<file path="config.mk">
export PLATFORM = sky130hd
export DESIGN_NAME = voice_allocator_oldest_steal_top
export DESIGN_NICKNAME = d
export VERILOG_FILES = /design/src/rtl/core/vaos_pkg.sv /design/src/rtl/core/voice_allocator_oldest_steal_top.sv /design/src/rtl/core/vaos_stamp_unit.sv
export SDC_FILE = /design/constraint.sdc
export NUM_CORES = 1
export LEC_CHECK = 0
export ABC_AREA = 1
export ABC_CLOCK_PERIOD_IN_PS = 18800
export BUFFER_PORTS_ARGS = -buffer_cell sky130_fd_sc_hd__clkbuf_2
export CORE_AREA = 2 2 317 319
export CTS_BUF_LIST = sky130_fd_sc_hd__clkbuf_16
export CTS_CLUSTER_DIAMETER = 100
export DETAILED_ROUTE_END_ITERATION = 7
export DIE_AREA = 0 0 319 321
export PLACE_DENSITY = 0.66
export SETUP_SLACK_MARGIN = 0.15
export SYNTH_ARGS = -nofsm -noshare
export SYNTH_HDL_FRONTEND = slang
export SYNTH_SLANG_ARGS = --single-unit
</file>
<file path="constraint.sdc">
create_clock -name aclk -period 18.8 [get_ports aclk]
set_clock_uncertainty 0.2 [all_clocks]
set_input_delay 0.94 -clock aclk [delete_from_list [all_inputs] [get_ports aclk]]
set_output_delay 0.94 -clock aclk [all_outputs]
set_load 0.05 [all_outputs]
</file>
<file path="src/rtl/core/vaos_pkg.sv">
package vaos_pkg;

    localparam int SLOTS  = 16;
    localparam int SLOT_W = 4;
    localparam int TIME_W = 64;
    localparam int VOICE_W = 5;

    typedef enum logic [1:0] {
        OP_ACQUIRE     = 2'd0,
        OP_RELEASE     = 2'd1,
        OP_RELEASE_ALL = 2'd2
    } op_t;

    typedef enum logic [1:0] {
        ST_IDLE,
        ST_SCAN,
        ST_DRAIN,
        ST_FINISH
    } state_t;

    typedef struct packed {
        logic              rd_en;
        logic [SLOT_W-1:0] rd_addr;
        logic              wr_en;
        logic [SLOT_W-1:0] wr_addr;
    } stamp_req_t;

endpackage

</file>
<file path="src/rtl/core/voice_allocator_oldest_steal_top.sv">
// Channel   Direction  Contents
// s_        in         tuser: operation; tdata: now_ms, slot_to_release
// m_        out        tdata: granted_slot, was_stolen
// cfg_      in         wdata: voices_in_use
//
// An acquire scans one slot per cycle through the shared stamp compare unit.
// With n searched slots (voices_in_use held to 1..16) an acquire scans until a free slot or the
// n-th slot, steals via ST_DRAIN if all n are busy, and loads the result register in ST_FINISH;
// releases go straight to ST_FINISH. A stalled result holds the next one back.
// A new request is taken in the cycle after the result register is loaded,
// even while that result still waits on m_tready.
// Reset clears all busy flags, sets voices_in_use to 1 and empties the output.
module voice_allocator_oldest_steal_top (
    input  logic                          aclk,
    input  logic                          aresetn,
    input  logic                          s_tvalid,
    output logic                          s_tready,
    input  logic [1:0]                    s_tuser,   // operation
    input  logic [71:0]                   s_tdata,   // now_ms, slot_to_release, zero fill
    output logic                          m_tvalid,
    input  logic                          m_tready,
    output logic [7:0]                    m_tdata,   // granted_slot, was_stolen, zero fill
    input  logic                          cfg_we,
    input  logic [vaos_pkg::VOICE_W-1:0]  cfg_wdata
);
    import vaos_pkg::*;

    state_t            state_reg, state_next;
    op_t               op_reg, op_next;
    logic [TIME_W-1:0] now_reg, now_next;
    logic [SLOT_W-1:0] rel_reg, rel_next;
    logic [SLOT_W-1:0] idx_reg, idx_next;
    logic [SLOT_W-1:0] grant_reg, grant_next;
    logic              stolen_reg, stolen_next;
    logic [SLOTS-1:0]  busy_reg, busy_next;
    logic              m_tvalid_reg, m_tvalid_next;
    logic [7:0]        m_tdata_reg, m_tdata_next;
    logic [VOICE_W-1:0] voices_reg;
    logic [SLOT_W-1:0] last_idx;
    logic [SLOT_W-1:0] oldest_idx_next;
    stamp_req_t        req;

    vaos_stamp_unit u_stamp (
        .aclk            (aclk),
        .aresetn         (aresetn),
        .req             (req),
        .wr_data         (now_reg),
        .oldest_idx_next (oldest_idx_next)
    );

    always_comb begin
        if (voices_reg == '0) begin
            last_idx = '0;
        end else if (voices_reg > VOICE_W'(SLOTS)) begin
            last_idx = SLOT_W'(SLOTS - 1);
        end else begin
            last_idx = SLOT_W'(voices_reg - VOICE_W'(1));
        end
    end

    assign s_tready = (state_reg == ST_IDLE);
    assign m_tvalid = m_tvalid_reg;
    assign m_tdata  = m_tdata_reg;

    always_comb begin
        state_next    = state_reg;
        op_next       = op_reg;
        now_next      = now_reg;
        rel_next      = rel_reg;
        idx_next      = idx_reg;
        grant_next    = grant_reg;
        stolen_next   = stolen_reg;
        busy_next     = busy_reg;
        m_tvalid_next = m_tvalid_reg;
        m_tdata_next  = m_tdata_reg;
        req.rd_en     = 1'b0;
        req.rd_addr   = idx_reg;
        req.wr_en     = 1'b0;
        req.wr_addr   = grant_reg;

        if (m_tvalid_reg && m_tready) begin
            m_tvalid_next = 1'b0;
        end

        unique case (state_reg)
            ST_IDLE: begin
                if (s_tvalid) begin
                    op_next     = op_t'(s_tuser);
                    now_next    = s_tdata[TIME_W-1:0];
                    rel_next    = s_tdata[TIME_W+SLOT_W-1:TIME_W];
                    idx_next    = '0;
                    grant_next  = '0;
                    stolen_next = 1'b0;
                    if (op_t'(s_tuser) == OP_ACQUIRE) begin
                        state_next = ST_SCAN;
                    end else begin
                        state_next = ST_FINISH;
                    end
                end
            end
            ST_SCAN: begin
                if (!busy_reg[idx_reg]) begin
                    grant_next  = idx_reg;
                    stolen_next = 1'b0;
                    state_next  = ST_FINISH;
                end else begin
                    req.rd_en = 1'b1;
                    if (idx_reg == last_idx) begin
                        state_next = ST_DRAIN;
                    end else begin
                        idx_next = idx_reg + SLOT_W'(1);
                    end
                end
            end
            ST_DRAIN: begin
                grant_next  = oldest_idx_next;
                stolen_next = 1'b1;
                state_next  = ST_FINISH;
            end
            ST_FINISH: begin
                if (!m_tvalid_reg || m_tready) begin
                    m_tvalid_next = 1'b1;
                    m_tdata_next  = {3'b000, stolen_reg, grant_reg};
                    state_next    = ST_IDLE;
                    unique case (op_reg)
                        OP_ACQUIRE: begin
                            busy_next[grant_reg] = 1'b1;
                            req.wr_en            = 1'b1;
                        end
                        OP_RELEASE: begin
                            busy_next[rel_reg] = 1'b0;
                        end
                        OP_RELEASE_ALL: begin
                            busy_next = '0;
                        end
                        default: begin
                        end
                    endcase
                end
            end
            default: begin
                state_next = ST_IDLE;
            end
        endcase
    end

    always_ff @(posedge aclk) begin
        if (!aresetn) begin
            state_reg    <= ST_IDLE;
            busy_reg     <= '0;
            m_tvalid_reg <= 1'b0;
            voices_reg   <= VOICE_W'(1);
        end else begin
            state_reg    <= state_next;
            busy_reg     <= busy_next;
            m_tvalid_reg <= m_tvalid_next;
            if (cfg_we) begin
                voices_reg <= cfg_wdata;
            end
        end
        op_reg      <= op_next;
        now_reg     <= now_next;
        rel_reg     <= rel_next;
        idx_reg     <= idx_next;
        grant_reg   <= grant_next;
        stolen_reg  <= stolen_next;
        m_tdata_reg <= m_tdata_next;
    end

endmodule

</file>
<file path="src/rtl/core/vaos_stamp_unit.sv">
module vaos_stamp_unit (
    input  logic                                aclk,
    input  logic                                aresetn,
    input  vaos_pkg::stamp_req_t                req,
    input  logic [vaos_pkg::TIME_W-1:0]         wr_data,
    output logic [vaos_pkg::SLOT_W-1:0]         oldest_idx_next
);
    import vaos_pkg::*;

    logic [TIME_W-1:0] stamp_mem [SLOTS];
    logic [TIME_W-1:0] rd_data_reg;
    logic [SLOT_W-1:0] cmp_idx_reg;
    logic              cmp_valid_reg;
    logic [TIME_W-1:0] oldest_time_reg;
    logic [TIME_W-1:0] oldest_time_next;
    logic [SLOT_W-1:0] oldest_idx_reg;
    logic              cmp_take;

    always_ff @(posedge aclk) begin
        if (req.wr_en) begin
            stamp_mem[req.wr_addr] <= wr_data;
        end
        if (req.rd_en) begin
            rd_data_reg <= stamp_mem[req.rd_addr];
            cmp_idx_reg <= req.rd_addr;
        end
    end

    // The first slot of a scan always seeds the running minimum.
    assign cmp_take = cmp_valid_reg &&
                      ((cmp_idx_reg == '0) || (rd_data_reg < oldest_time_reg));

    always_comb begin
        oldest_idx_next  = oldest_idx_reg;
        oldest_time_next = oldest_time_reg;
        if (cmp_take) begin
            oldest_idx_next  = cmp_idx_reg;
            oldest_time_next = rd_data_reg;
        end
    end

    always_ff @(posedge aclk) begin
        if (!aresetn) begin
            cmp_valid_reg <= 1'b0;
        end else begin
            cmp_valid_reg <= req.rd_en;
        end
        oldest_idx_reg  <= oldest_idx_next;
        oldest_time_reg <= oldest_time_next;
    end

endmodule

</file>
# == After elaboration in Yosys (flattened, before gate mapping) ==
# Memories as Yosys holds them, arrays and structs flattened. A register that Yosys moved wholly into a read port is not among the register bits.
# Cells that the tools add are included.
# word_totals
regBits,181
ram_bits,1024
wordCells,96
n_memories,1
# mem_list
name,words,word_bits,read_ports,rd_ports_with_merged_regs,write_ports,line_no,text
u_stamp.stamp_mem,16,64,1,1,1,vaos_stamp_unit.sv:10,logic [TIME_W-1:0] stamp_mem [SLOTS];
# classes
add_sub_neg,2
order_cmp,7
n_eq_ne,12
muxes,35
n_bitwise,3
reduce_logical,21
# op_table
cell,count
64-bit less-than comparator,1
16-bit one-hot mux with 3 select lines,1
4-bit 2-to-1 mux,7
16-bit AND,1
16-bit NOT,1
16-bit bitwise OR,1
"4-bit by 5-bit less-than comparator with 1-bit output, second input constant",3
1-bit 2-to-1 mux,15
4-bit one-hot mux with 3 select lines,1
2-bit 2-to-1 mux,5
"2-bit != test, second input constant",5
3-bit AND reduction,3
1-bit demux with 4-bit select,2
"4-bit by 1-bit greater-or-equal comparator with 1-bit output, second input constant",2
2-bit one-hot mux with 4 select lines,1
4-bit one-hot mux with 2 select lines,1
"2-bit equality test, second input constant",3
2-bit zero test,3
3-bit nonzero test,2
"5-bit greater-than comparator, second input constant",1
5-bit zero test,1
"4-bit by 1-bit adder with 4-bit output, second input constant",1
1-bit binary-select mux with 4-bit select,1
"2-bit by 1-bit equality test with 1-bit output, second input constant",2
11 further kinds,16

# == Logic depth before layout (Yosys ltp) ==
# Gate-level depths: netlist (run 1).
# depth
ltp_word,7
mapped_depth,19
depth_no_buf,19

# == Modules after synthesis ==
# From an unflattened synthesis (run 1), not the netlist that was laid out.
# unflattened
cells_unflattened,3511
hier_area_um2,51022.7
# by_module_without_submodules
module,n_inst,cells_per_inst,area_per_inst_um2
vaos_stamp_unit,1,3125,46612.2
voice_allocator_oldest_steal_top,1,386,4410.5

# == Worst setup path before layout (run 1) ==
# OpenSTA, ideal clock, no wires.
# synth_timing
kind,input to register
from,input m_tready
to,"memory u_stamp.stamp_mem[10][0], enable pin"
setup_ns,0.565
arrival_time_ns,6.066
slack_ns,11.970
stages,5
n_path_buf,1
path_cell_list,nor2_1 -> nor2_1 -> nand2_1 -> clkbuf_1 -> nor3_1
# synth_via
elab_chain_len,5
# synth_rtl
element,line_no,text
"start, declared",voice_allocator_oldest_steal_top.sv:21,"input logic m_tready,"
1-bit logical OR,voice_allocator_oldest_steal_top.sv:121,if (!m_tvalid_reg || m_tready) begin
1-bit 2-to-1 mux,voice_allocator_oldest_steal_top.sv:121,
1-bit 2-to-1 mux,voice_allocator_oldest_steal_top.sv:85,unique case (state_reg)
1-bit 2-to-1 mux,vaos_stamp_unit.sv:20,if (req.wr_en) begin
1-bit 2-to-1 mux (not written as such),vaos_stamp_unit.sv:21,stamp_mem[req.wr_addr] <= wr_data;
"end, declared",vaos_stamp_unit.sv:10,
# No other way between the ends.

==> summary.txt, run 1 <==
Outcome
  – Status: finished, final reports clean

Detailed routing
  – Detailed router's first-iteration violation count: 3140
  – Via count: around 29000
  – ANT nets after route: 0
  – Drt drc: 0
  – Routed WL: 118000 um
  – First-pass DRT Iterations: 6
  – WL per Instance: 23.5 um
  – Vias per cell: 5.85

Setup path
  – Crit path arrival time: 5030 ps
  – WS Path Type: flip-flop to flip-flop
  – Peak fanout along the critical path: 135
  – CP Data Required Time: 18940 ps
  – Worst setup SP type: flip-flop
  – CP endpoint kind: flip-flop

Clocking
  – Post-CTS sizing: 0
  – CTS buffer count: 132
  – Total clock sinks: about 1300
  – H-Tree Level Count: 4
  – Post-CTS Hold Buffers: 0
  – Worst-path clk slew: 60 ps
  – CTS root buf: clkbuf_16
  – Post-CTS setup buffer count: 0
  – TritonCTS clock tree: done
  – Skew-Pair Late Insertion Delay: 750 ps
  – Bufs on Longest Clock Path: 3

Final layout
  – Fillers: 7919
  – Share of layout cells above drive strength 1: 9.54%
  – Nets: about 3800
  – Register area: 37800 sq um
  – Most flop-heavy register: u_stamp.stamp_mem
  – Area of the multi-input gates: 10100 sq um
  – Area growth from synthesis to layout: 12.0%
  – # diodes: 0
  – Max reg flops: 1024

STA
  – Final hold viol count: 0
  – Final setup vio count: 0
  – RSZ-0062 raised after global routing: no
  – Tmin final: 4880 ps
  – FMAX: 0.205 GHz
  – Hold Slack: 173 ps
  – Pins Over Slew Limit: 0
  – Slew at the pin closest to its max-slew limit: around 1100 ps
  – Setup TNS: 0 ps
  – Period Utilization, post-route: approximately a quarter
  – Slew headroom: 24.3%

Power
  – Clock power frac: 31.3%
  – Sw Pwr: 0.00266 W
  – Switching share of power: 32.9%
  – Worst VDD drop: 0.000208 V
  – Pleak: ~19 nW
  – Power Density: 146 nW/um^2
  – Logic pwr share: about a quarter
  – Int Power: ~0.0054 W
  – Sequential fraction of design power: between 40 and 50%

Logic synthesis
  – Area contributors post-synth: edfxtp_1 76%, nand2_1 4.0%, o21ai_0 3.6%, nor2_1 2.3%, a21oi_1 2.3%
  – Syn Inst Count: 3562
  – Register area share after synthesis: between 70% and 80%
  – Top_reg_cell synth: edfxtp_1
  – Top cell type's share of synthesized area: 75.6%
  – Number of synthesized register bits: 1269
  – Average cell area after synthesis: 13.8 sq um
  – Area leader, netlist: edfxtp_1
  – Post-synth EDFFs: 1240
  – Netlist cell types: 38
  – Post-Syn Area: about 49000 sq um
  – Ys Warns: 0
  – Synth async-reset ratio: 0%

Global routing
  – Total GRT Usage: 23.1%
  – Largest net degree at the start of global routing: 214
  – Initial antenna violation count: 0
  – Grt ovf: 0
  – First-pass GRT wire length: 177000 um
  – Number of global-route vias before repair: 28200

Die
  – Die area: 102000 sq um
  – Core Box Area: 99300 sq um
  – Site row count: ~120
  – Initial Utilization: 49.6%
  – Top-Level Pins: 94
  – Die Span Y: 321 um
  – DIE WIDTH: approximately 320 um

Worst hold path
  – Hold crit path type: primary input to flip-flop

Place
  – Placer Congestion: 0.780
  – Port Buffers: 86
  – DPL Wire Length: about 54000 um

Job
  – Max_cap viols: 0
power by group through the flow:
stage,clock network [W],registers [W],logic [W]
6_report,0.00253,0.00360,0.00196
5_1_grt,0.00267,0.00362,0.00217
4_1_cts,0.00256,0.00359,0.00196
3_5_place_dp,0,0.00365,0.00195
3_3_place_gp,0,0.00364,0.00192
2_1_floorplan,0,0.00359,0.00134
stage by stage:
stage / power [W] / utilization, % / setup slack [ps] / instance area [sq um] / instances
5_1_grt: 0.00846 / 55.6 / 13690 / 55200 / 5029
2_1_floorplan: 0.00492 / - / 11970 / 49300 / 3564
3_3_place_gp: 0.00556 / 51.4 / 13900 / 51000 / 4792
6_report: 0.00808 / 55.6 / 13920 / 55200 / 5029
3_5_place_dp: 0.00560 / 51.4 / 13850 / 51000 / 4792
4_1_cts: 0.00811 / 55.6 / 13830 / 55200 / 5029
per-layer routing:
metal	vias to the layer above	part of all wire, %	GRT usage, %
met3	163	7.4	3.69
met2	1183	48	37.1
met5	-	0	0
li1	13400	-	-
met4	0	2.1	6.81
met1	14700	43	32.9
cell type report:
cell class              count  area share [%]
clock buffers             135            6.12
clock inverters           102            1.49
inverters                 128           0.900
multi-input cells        1957            18.4
flip-flops and latches   1269            68.5
well taps                1298            2.94
repair buffers            140            1.63
synthesized netlist by cell type, types with 2 or more instances:
library cell,n
a21oi_1,222
a221oi_1,77
a31oi_1,10
and2_1,4
buf_1,16
buf_2,61
buf_4,6
buf_6,3
clkbuf_1,124
dfxtp_1,29
edfxtp_1,1240
ha_1,72
inv_1,122
inv_2,6
nand2_1,524
nand2_2,4
nand3_1,121
nand4_1,58
nor2_1,301
nor3_1,38
o21a_1,2
o21ai_0,350
o21ai_1,24
o21ai_2,2
o221ai_1,51
o22ai_1,80
xnor2_1,2
xor2_1,3
kinds of logic (layout without fill, tap and decap cells):
logic type / Yosys count / count (layout) / share of synthesized area, %
flip-flops: 1269 / 1269 / 76.8
AND/OR/NAND/NOR: 1055 / 1055 / 8.84
adder cells (fa/ha/maj): 72 / 72 / 1.83
AO/OA/AOI/OAI: 822 / 822 / 9.64
XOR/XNOR: 5 / 5 / 0.0889
other: 1 / 3 / 0.00761
buffers and inverters: 338 / 505 / 2.82
path summary, 6_finish.rpt:
check	slack (ps)	to	depth (start not counted)	start
worst max-delay path	13920	u_stamp.rd_data_reg[27]$_DFFE_PP_	8	idx_reg[1]$_SDFFCE_PP0P_
worst min-delay path	170	now_reg[54]$_DFFE_PP_	1	s_tdata[54]
worst max register to register	13920	u_stamp.rd_data_reg[27]$_DFFE_PP_	8	idx_reg[1]$_SDFFCE_PP0P_
worst min register to register	220	m_tdata[4]$_DFFE_PP_	0	stolen_reg$_DFFE_PP_
cells in the final DEF, fill, tap and decap left out, types with 2 or more instances in the layout:
cell type,instances
nand2_2,3
clkinv_1,34
clkinvlp_4,4
edfxtp_1,1240
nand4_1,58
nor2_1,301
inv_4,2
nand2_1,524
ha_1,72
conb_1,3
nand3_1,121
inv_6,7
a31oi_1,10
bufinv_16,12
clkinv_8,4
nor3_2,18
inv_2,2
buf_4,49
clkbuf_16,135
nor3_1,21
o22ai_1,80
xnor2_1,2
and2_1,4
dfxtp_1,29
o221ai_1,51
a21oi_1,222
inv_8,2
clkbuf_2,86
a221oi_1,77
nand2_4,2
o21ai_2,2
o21ai_0,350
buf_12,5
o21a_1,2
xor2_1,3
clkinv_2,18
o21ai_1,24
inv_1,145
critical path, cell delays in order, from the launching register on:
cell and delay (ps):
edfxtp_1 430, buf_12 650, inv_4 350, nand2_4 580
inv_2 280, nand3_1 160, o2111ai_2 190, a21oi_4 660
buf_4 830
Note: power is estimated with default switching activity, not from simulation.
==> run 2: changes to the inputs <==
--- a/config.mk
+++ b/config.mk
@@ -6,14 +6,14 @@
 export NUM_CORES = 1
 export LEC_CHECK = 0
 export ABC_AREA = 1
-export ABC_CLOCK_PERIOD_IN_PS = 18800
+export ABC_CLOCK_PERIOD_IN_PS = 4200
 export BUFFER_PORTS_ARGS = -buffer_cell sky130_fd_sc_hd__clkbuf_2
 export CORE_AREA = 2 2 317 319
 export CTS_BUF_LIST = sky130_fd_sc_hd__clkbuf_16
 export CTS_CLUSTER_DIAMETER = 100
 export DETAILED_ROUTE_END_ITERATION = 7
 export DIE_AREA = 0 0 319 321
-export PLACE_DENSITY = 0.66
+export PLACE_DENSITY = 0.68
 export SETUP_SLACK_MARGIN = 0.15
 export SYNTH_ARGS = -nofsm -noshare
 export SYNTH_HDL_FRONTEND = slang
==> constraint.sdc (replaced) <==
create_clock -name aclk -period 4.2 [get_ports aclk]
set_clock_uncertainty 0.2 [all_clocks]
set_input_delay 0.21 -clock aclk [delete_from_list [all_inputs] [get_ports aclk]]
set_output_delay 0.21 -clock aclk [all_outputs]
set_load 0.05 [all_outputs]
==> run 2 against run 1 <==
Net effect: cell area is 3.6% higher; non-clock buffer count grew 173; clock-buffer cell count is 1 lower; final cell count up 3.5%; sequential share of layout area is 2.4 points lower; routed wire length rose by 0.15%; die area unchanged; flip-flop and latch count stayed put; utilization rose by 2.0 points; critical path depth increased by 2; maximum frequency grew 35%; first-iteration DRC count rose by 6.0%; largest power group unchanged.
==> summary.txt, run 2 (synthesis gave the netlist of run 1 again) <==
Worst hold path
  – Hold_sp: s_tdata[24] (was s_tdata[54])
  – Hold crit path type: primary input to flip-flop (unchanged)
  – Worst Hold Depth: 2 (was 1)
  – Worst Hold End: now_reg[24]$_DFFE_PP_ (was now_reg[54]$_DFFE_PP_)

Die
  – Core Box Area: 99300 sq um (unchanged)
  – Top-Level Pins: 94 (unchanged)
  – Site row count: 116 (unchanged)
  – Die area: 102000 sq um (unchanged)
  – Die Span Y: 321 um (unchanged)
  – DIE WIDTH: 319 um (unchanged)
  – Initial Utilization: 49.6% (unchanged)

Setup path
  – WS Path Type: flip-flop to flip-flop (unchanged)
  – FF-to-FF Start: idx_reg[1]$_SDFFCE_PP0P_ (unchanged)
  – FF-to-FF setup slack: 570 ps (was 13920 ps)
  – Peak fanout along the critical path: 35 (was 135)
  – R2R Path End: state_reg[1]$_SDFFE_PN0P_ (was u_stamp.rd_data_reg[27]$_DFFE_PP_)
  – CP Data Required Time: 4620 ps (was 18940 ps)
  – Crit path arrival time: 4050 ps (was 5030 ps)
  – Worst Reg2Reg Path Length in Cells: 10 (was 8)
  – Worst setup SP type: flip-flop (unchanged)
  – CP endpoint kind: flip-flop (unchanged)

Clocking
  – Skew-Pair Late Insertion Delay: 740 ps (was 750 ps)
  – Total clock sinks: 1269 (unchanged)
  – H-Tree Level Count: 4 (unchanged)
  – CTS buffer count: 133 (was 132)
  – Worst-path clk slew: 60 ps (about the same)
  – Post-CTS Hold Buffers: 160 (was 0)
  – CTS root buf: clkbuf_16 (unchanged)
  – Post-CTS setup buffer count: 0 (unchanged)
  – TritonCTS clock tree: done (unchanged)
  – Bufs on Longest Clock Path: 3 (unchanged)
  – Post-CTS sizing: 0 (unchanged)

Final layout
  – Max reg flops: 1024 (unchanged)
  – Share of layout cells above drive strength 1: 9.37% (was 9.54%)
  – Fillers: 7793 (was 7919)
  – Area of the multi-input gates: 10200 sq um (was 10100 sq um)
  – Nets: 3958 (was 3784)
  – Most common cell after layout, fill and taps aside: edfxtp_1 (unchanged)
  – Layout Utilization: 57.6% (was 55.6%)
  – Register area: 37800 sq um (unchanged)
  – Final cell count without fillers: 5205 (was 5029)
  – Area growth from synthesis to layout: 16.1% (was 12.0%)
  – Most frequent cells in the layout: 1240 x edfxtp_1, 524 x nand2_1, 350 x o21ai_0 (unchanged)
  – Most flop-heavy register: u_stamp.stamp_mem (unchanged)
  – # diodes: 0 (unchanged)

Detailed routing
  – ANT nets after route: 0 (unchanged)
  – First-pass DRT Iterations: 5 (was 6)
  – Vias per cell: 5.80 (was 5.85)
  – Detailed router's first-iteration violation count: 3329 (was 3140)
  – Routed WL: 118000 um (about the same)
  – Drt drc: 0 (unchanged)
  – WL per Instance: 22.7 um (was 23.5 um)
  – Via count: 30200 (was 29400)

Power
  – Pleak: 19.6 nW (was 18.7 nW)
  – Overall power: 0.0363 W (was 0.00808 W)
  – Power Density: 635 nW/um^2 (was 146 nW/um^2)
  – Worst VDD drop: 0.000506 V (was 0.000208 V)

Place
  – Port Buffers: 86 (unchanged)
  – Placer Congestion: 0.802 (was 0.780)
  – Dpl cells: 4805 (was 4792)
  – DPL Wire Length: 54600 um (was 54000 um)

Global routing
  – Grt ovf: 0 (unchanged)
  – First-pass GRT wire length: 176000 um (was 177000 um)
  – Initial antenna violation count: 0 (unchanged)
  – Number of global-route vias before repair: 28900 (was 28200)
  – Total GRT Usage: 22.9% (was 23.1%)
  – Largest net degree at the start of global routing: 184 (was 214)

STA
  – Pins Over Slew Limit: 0 (unchanged)
  – Slew headroom: 27.8% (was 24.3%)
  – Final setup vio count: 0 (unchanged)
  – Period Utilization, post-route: 86.4% (was 26.0%)
  – RSZ-0062 raised after global routing: no (unchanged)
  – Slew at the pin closest to its max-slew limit: 1080 ps (was 1140 ps)
  – Setup TNS: 0 ps (unchanged)
  – Final hold viol count: 0 (unchanged)
  – FMAX: 0.276 GHz (was 0.205 GHz)
  – Tmin final: 3630 ps (was 4880 ps)

Outcome
  – Status: finished, final reports clean (unchanged)

Job
  – Max_cap viols: 0 (unchanged)
## run 2: cell count changes in the layout (fill, tap and decap cells not counted), sizes merged
cell / before / now
dlygate4sd3: 0 / 160
buf: 54 / 67
bufinv: 12 / 6
clkinv: 56 / 61
inv: 158 / 161
clkinvlp: 4 / 6
clkbuf: 221 / 220
## run 2: critical path, cell delays in order, from the launching register on
cell and delay, ps:
edfxtp_1 430, inv_4 380, buf_4 520, or2_2 200, nand4_1 170, o21ai_2 230, nand2_2 100, o21ai_1 120
dlygate4sd3_1 560, a21oi_1 40, dlygate4sd3_1 550
## run 2: metal layers
layer	routed length [um]	GRT usage, %
met1	49600	31.9
met2	56000	37.2
met3	9840	3.95
met4	2930	7.35
met5	0	0
## run 2: metrics by stage
step	instance area, sq um	hold slack [ps]	worst slack (ps)
floorplan	49300	109	-481
global placement	51400	188	1220
detailed placement	51400	189	1210
CTS	57200	16.1	591
global route	57200	38.7	458
finish	57200	56.4	573
## run 2: worst max path at each step
stage | endpoint | slack, ps | startpoint
floorplan | u_stamp.stamp_mem[15][0]$_DFFE_PP_ | -480 | m_tvalid$_SDFF_PN0_
global placement | u_stamp.stamp_mem[5][14]$_DFFE_PP_ | 1220 | state_reg[0]$_SDFFE_PN0P_
detailed placement | u_stamp.oldest_time_reg[29]$_DFFE_PP_ | 1210 | u_stamp.rd_data_reg[63]$_DFFE_PP_
CTS | state_reg[1]$_SDFFE_PN0P_ | 590 | idx_reg[1]$_SDFFCE_PP0P_
global route | state_reg[1]$_SDFFE_PN0P_ | 460 | idx_reg[1]$_SDFFCE_PP0P_
finish | state_reg[1]$_SDFFE_PN0P_ | 570 | idx_reg[1]$_SDFFCE_PP0P_
## run 2: power by group
group | internal (W) | switching (W)
Clock | 0.00623 | 0.00486
Combinational | 0.00256 | 0.00653
Sequential | 0.0153 | 0.000770
Total | 0.0241 | 0.0122
## run 2: layout make-up
cell class / instances / share of cell area (%)
Clock buffer: 134 / 5.87
Timing Repair Buffer: 313 / 4.98
Clock inverter: 106 / 1.37
Tap cell: 1298 / 2.84
Inverter: 128 / 0.867
Multi-Input combinational cell: 1957 / 17.9
Sequential cell: 1269 / 66.1
